===== config.mk =====
export PLATFORM = sky130hd
export DESIGN_NAME = nsop_div
export DESIGN_NICKNAME = d
export VERILOG_FILES = /design/src/hw/rtl/nsop_pkg.sv /design/src/hw/rtl/nsop_div.sv
export SDC_FILE = /design/constraint.sdc
export NUM_CORES = 1
export LEC_CHECK = 0
export BUFFER_PORTS_ARGS = -buffer_cell sky130_fd_sc_hd__buf_4
export CORE_MARGIN = 5
export CORE_UTILIZATION = 62
export DETAILED_ROUTE_END_ITERATION = 16
export HOLD_SLACK_MARGIN = 0.12
export PLACE_DENSITY = 0.86
export SETUP_SLACK_MARGIN = 0.3
export SLEW_MARGIN = 25
export SYNTH_ARGS = -nofsm -noshare
export SYNTH_HDL_FRONTEND = slang
export SYNTH_SLANG_ARGS = --single-unit

===== constraint.sdc =====
create_clock -name clk -period 3.4 [get_ports clk]
set_clock_uncertainty 0.1 [all_clocks]
set_input_delay 0.34 -clock clk [delete_from_list [all_inputs] [get_ports clk]]
set_output_delay 0.34 -clock clk [all_outputs]
set_load 0.01 [all_outputs]

===== src/hw/rtl/nsop_pkg.sv =====
`timescale 1ns / 1ps
package nsop_pkg;

  localparam int DEF_MAX_POINTS = 1024;

  localparam int IDX_W   = 10;
  localparam int CNT_W   = 11;
  localparam int ANG_W   = 17;
  localparam int DIV_BITS = 17;
  localparam int SQRT_BITS = 17;
  localparam int TAYLOR_TERMS = 7;

  localparam int COS_STAGES = 4 + 3 * TAYLOR_TERMS;
  localparam int SHP_STAGES = SQRT_BITS + 8;
  localparam int LATENCY = 1 + DIV_BITS + COS_STAGES + SHP_STAGES + 1;

  localparam int TAYLOR_DIV [TAYLOR_TERMS] = '{182, 132, 90, 56, 30, 12, 2};

  localparam logic [31:0] PI_Q30 = 32'd3373259426;
  localparam logic signed [34:0] ONE_Q30 = 35'sd1073741824;

  localparam logic [31:0]        C_SQRT = 32'd1275175790;
  localparam logic signed [33:0] C_X1   = 34'sd541165879;
  localparam logic signed [33:0] C_X2   = 34'sd1510110501;
  localparam logic signed [33:0] C_X3   = 34'sd1221059202;
  localparam logic signed [33:0] C_X4   = 34'sd435939181;

  localparam logic [1:0] REG_POINT_COUNT = 2'd0;
  localparam logic [1:0] REG_CHORD       = 2'd1;
  localparam logic [1:0] REG_THICKNESS   = 2'd2;
  localparam logic [1:0] REG_GAP         = 2'd3;

  typedef struct packed {
    logic             valid;
    logic [IDX_W-1:0] idx;
    logic             err;
    logic             last;
  } tag_t;

endpackage


===== src/hw/rtl/nsop_div.sv =====
`timescale 1ns / 1ps
module nsop_div
  import nsop_pkg::*;
(
  input  logic             clk,
  input  logic             rst,
  input  tag_t             tag_in,
  input  logic [CNT_W-1:0] segs,
  output tag_t             tag_out,
  output logic [ANG_W-1:0] angle
);

  localparam int NW = IDX_W + ANG_W + 1;
  localparam int DW = CNT_W + 1;

  tag_t                tg  [DIV_BITS+1];
  logic [NW-1:0]       rem [DIV_BITS+1];
  logic [DW-1:0]       den [DIV_BITS+1];
  logic [DIV_BITS-1:0] quo [DIV_BITS+1];

  assign tg[0]  = tag_in;
  assign rem[0] = {1'b0, tag_in.idx, {ANG_W{1'b0}}} + NW'(segs);
  assign den[0] = {segs, 1'b0};
  assign quo[0] = '0;

  for (genvar i = 0; i < DIV_BITS; i++) begin : g_bit
    localparam int B = DIV_BITS - 1 - i;
    logic [NW-1:0] comp;
    logic          take;

    assign comp = NW'(den[i]) << B;
    assign take = rem[i] >= comp;

    always_ff @(posedge clk) begin
      tg[i+1]  <= tg[i];
      den[i+1] <= den[i];
      rem[i+1] <= take ? rem[i] - comp : rem[i];
      quo[i+1] <= take ? quo[i] | (DIV_BITS'(1) << B) : quo[i];
      if (rst) begin
        tg[i+1].valid <= 1'b0;
      end
    end
  end

  assign tag_out = tg[DIV_BITS];
  assign angle   = (quo[DIV_BITS] > ANG_W'(65536)) ? ANG_W'(65536) : ANG_W'(quo[DIV_BITS]);

endmodule


==> flow_summary.yaml <==
status:
  status: "finished, final reports clean"
worst_setup_path:
  timing.rr.start: "rem[116]"
  setup.worst_path.end_class: "flop"
  timing.reg2reg.worst_path_depth: 10
  setup.worst_path.start_class: "flop"
  crit_fanout: 14
  arrival_time_at_the_worst_endpoint_ns: 3.37
  path_class: "flop to flop"
  crit_required_ns: 3.80
  setup.reg_to_reg.worst_slack_ns: 0.43
  critical_path.reg2reg.endpoint: "rem[91]"
synthesis:
  dominantRegCellSynth: "sky130_fd_sc_hd__dfxtp_1"
  synth_nets: 3073
  synthesized_cell_area_um2: 30300
  netlist_cell_types: 85
  number_of_warning_messages_in_the_yosys_log: 0
  post_synth.cell_area_avg_um2: 10.6
  post_synth_inst_count: 2852
  ys_seq_elements: 846
  synth-edff-count: 0
  async_reset_ff_frac: 0
  synth_seq_area_share: 0.558
cells_and_area:
  final_net_count: 3213
  stdcell_count: 3678
  syn2layout_area_growth_pct: 13.7
  n_fill_cell: 3211
  num_antenna_cells: 0
  layout.cells.most_common: "sky130_fd_sc_hd__dfxtp_1"
  layout-drive-gt1-share: 0.101
  commonest_non_fill_non_tap_cells_in_the_layout: "sky130_fd_sc_hd__dfxtp_1, sky130_fd_sc_hd__inv_1, sky130_fd_sc_hd__ha_1, sky130_fd_sc_hd__nor2_1, sky130_fd_sc_hd__a21oi_1"
timing:
  period_share: 0.873
  final_period_minus_worst_setup_slack_ns: 2.97
  setup_slack_ns: 0.431
  slew_viol_final: 0
  grt_setup_unrepaired: "false"
  slew_headroom: 0.481
  number_of_failing_setup_endpoints_in_the_final_timing_report: 0
  fmax_mhz: 337
  final-hold-violation-count: 0
  fin_setup_tns_ns: 0
  measured_slew_at_the_worst_slew_check_pin_ns: 0.769
place:
  placed_cells_incl_taps: 3501
  dpl_worst_slack_ns: 0.225
  hpwlAfterDp_mm: 43.8
  routability_congestion: 0.936
  port_buffers: 55
grt:
  grt_pass1_vias: 21500
  overflow: 0
  largest_net_degree_at_the_start_of_global_routing: 29
  groute.usage.overall: 0.240
  grt_antenna_before_repair: 1
  grt_first_pass_wirelength_mm: 107
clocking:
  path_clk_slew_ns: 0.07
  h-tree-depth: 3
  cts_buffers: 79
  cts-root-to-sink-buffers: 3
  tritoncts_num_sinks: 846
  clk-insertion-delay-late_ns: 0.63
  cts_tree: "done"
  ctsRootBufferMaster: "sky130_fd_sc_hd__clkbuf_16"
power_and_ir_drop:
  sequentialPowerShare: 0.424
  power.ir.vdd_worst_uv: 676
  netSwitchingPower_mw: 10.8
  p_total_mw: 32.8
  switching_share: 0.329
  cellLeakagePower_nw: 14.9
  power.share.combinational: 0.302
  internal_power_mw: 22.0
  share_clk_of_total_power: 0.273
  pwr_density_cell_nw_per_um2: 951
job:
  drv.max_cap_violation_count: 0
drt:
  vias_per_cell: 5.66
  wirelength_mm: 64.6
  wl_per_cell_um: 17.6
  antenna_violating_nets_post_route: 0
  via_count: 20800
  drt_first_pass_iters: 5
  post-route-drc-count: 0
  drtIter0Drc: 1465
worst_hold_path:
  min_from: "quo[200]"
  min_delay_worst_endpoint: "quo[183]"
  timing.hold.worst_path_depth: 0
  min-delay-path-class: "flop to flop"
floorplan:
  num_rows: 81
  floorplan.io_pins: 56
  die_width_um: 231
  core_region_area_um2: 48600
  initial_utilization: 0.624
  design.die.area_um2: 53500
  vertical_die_dimension_um: 231
==> worst max-delay path, stage by stage (launching register included) <==
cell and delay, ns:
sky130_fd_sc_hd__dfxtp_1 0.38, sky130_fd_sc_hd__inv_1 0.08, sky130_fd_sc_hd__ha_1 0.22, sky130_fd_sc_hd__fa_1 0.42, sky130_fd_sc_hd__nor2b_1 0.18, sky130_fd_sc_hd__o31a_1 0.20, sky130_fd_sc_hd__nor2b_1 0.07, sky130_fd_sc_hd__o31a_1 0.34
sky130_fd_sc_hd__o211ai_1 0.26, sky130_fd_sc_hd__buf_6 0.21, sky130_fd_sc_hd__mux2_2 0.37
==> cells in the mapped netlist (all sizes together), types with 25 or more instances <==
cell	count	area (um2)
nand2b	43	269
a21oi	153	766
a21o	35	263
buf	25	170
o21a	45	338
o21ai	141	706
mux2	52	586
xnor2	116	1020
nand3	54	270
inv	233	875
nor2b	66	413
xor2	101	885
nor4	57	363
a211oi	25	193
nand2	135	507
ha	179	2240
clkbuf	26	97.6
dfxtp	846	16900
nor2	164	623
nor3	67	335
==> worst max path at each step <==
stage,from,to,slack (ns),cells after the start
6_report,rem[116],rem[91],0.43,10
5_1_grt,den[126],rem[277],0.25,10
4_1_cts,rem[86],rem[75],0.36,9
3_5_place_dp,rem[232],rem[218],0.22,10
3_3_place_gp,rem[232],rem[218],0.34,10
2_1_floorplan,rem[290],rem[263],0.63,11
==> metal layers <==
layer	up-vias	part of all wire	GRT usage
li1	10100	-	-
met3	224	0.042	0.0383
met5	-	0.00017	0
met2	652	0.52	0.447
met1	9865	0.39	0.272
met4	2	0.043	0.103
==> power groups by stage <==
stage                     clock network, mW  registers (mW)  logic (mW)
after floorplan                           0            13.5        7.62
after detailed placement                  0            14.1        9.51
after global placement                    0            13.9        9.09
after CTS                              9.09            13.9        9.74
final                                  8.97            13.9        9.92
after global routing                   9.53            14.2        11.0
==> area by class of cell <==
type                    instances  area, um2  area share
multi-input cells            1722      12300       0.357
well taps                     622        778      0.0226
clock buffers                 113       2250      0.0653
repair buffers                110        895      0.0259
flip-flops and latches        846      16900       0.491
inverters                     233        875      0.0253
clock inverters                32        435      0.0126
==> registers in the layout (all words and copies together) (netlist names) <==
register and cells:
quo 153, tag_out 13, rem 357, tg 208, den 115
==> stage by stage <==
stage / area (um2) / hold WS [ns] / util
floorplan: 30300 / 0.210 / -
global placement: 31400 / 0.210 / 0.646
detailed placement: 31400 / 0.212 / 0.646
CTS: 34400 / 0.210 / 0.707
global route: 34500 / 0.223 / 0.709
finish: 34500 / 0.209 / 0.709
==> logic make-up after synthesis <==
logic type | count (synthesis) | share of synthesized area
flip-flops | 846 | 0.558
AND/OR/NAND/NOR | 721 | 0.125
AO/OA/AOI/OAI | 533 | 0.111
buffers and inverters | 284 | 0.0377
XOR/XNOR | 217 | 0.0626
adder cells (fa/ha/maj) | 195 | 0.0844
multiplexers | 56 | 0.0206
==> repair_timing <==
item / 4_1_cts / 5_1_grt
gates resized for setup: 1 / 12
hold endpoints to repair: 51 / 0
setup buffers: 0 / 6
setup endpoints to repair: 1 / 30
hold buffers: 26 / 0
pin swaps: 0 / 2
(Power assumes the default switching activity.)
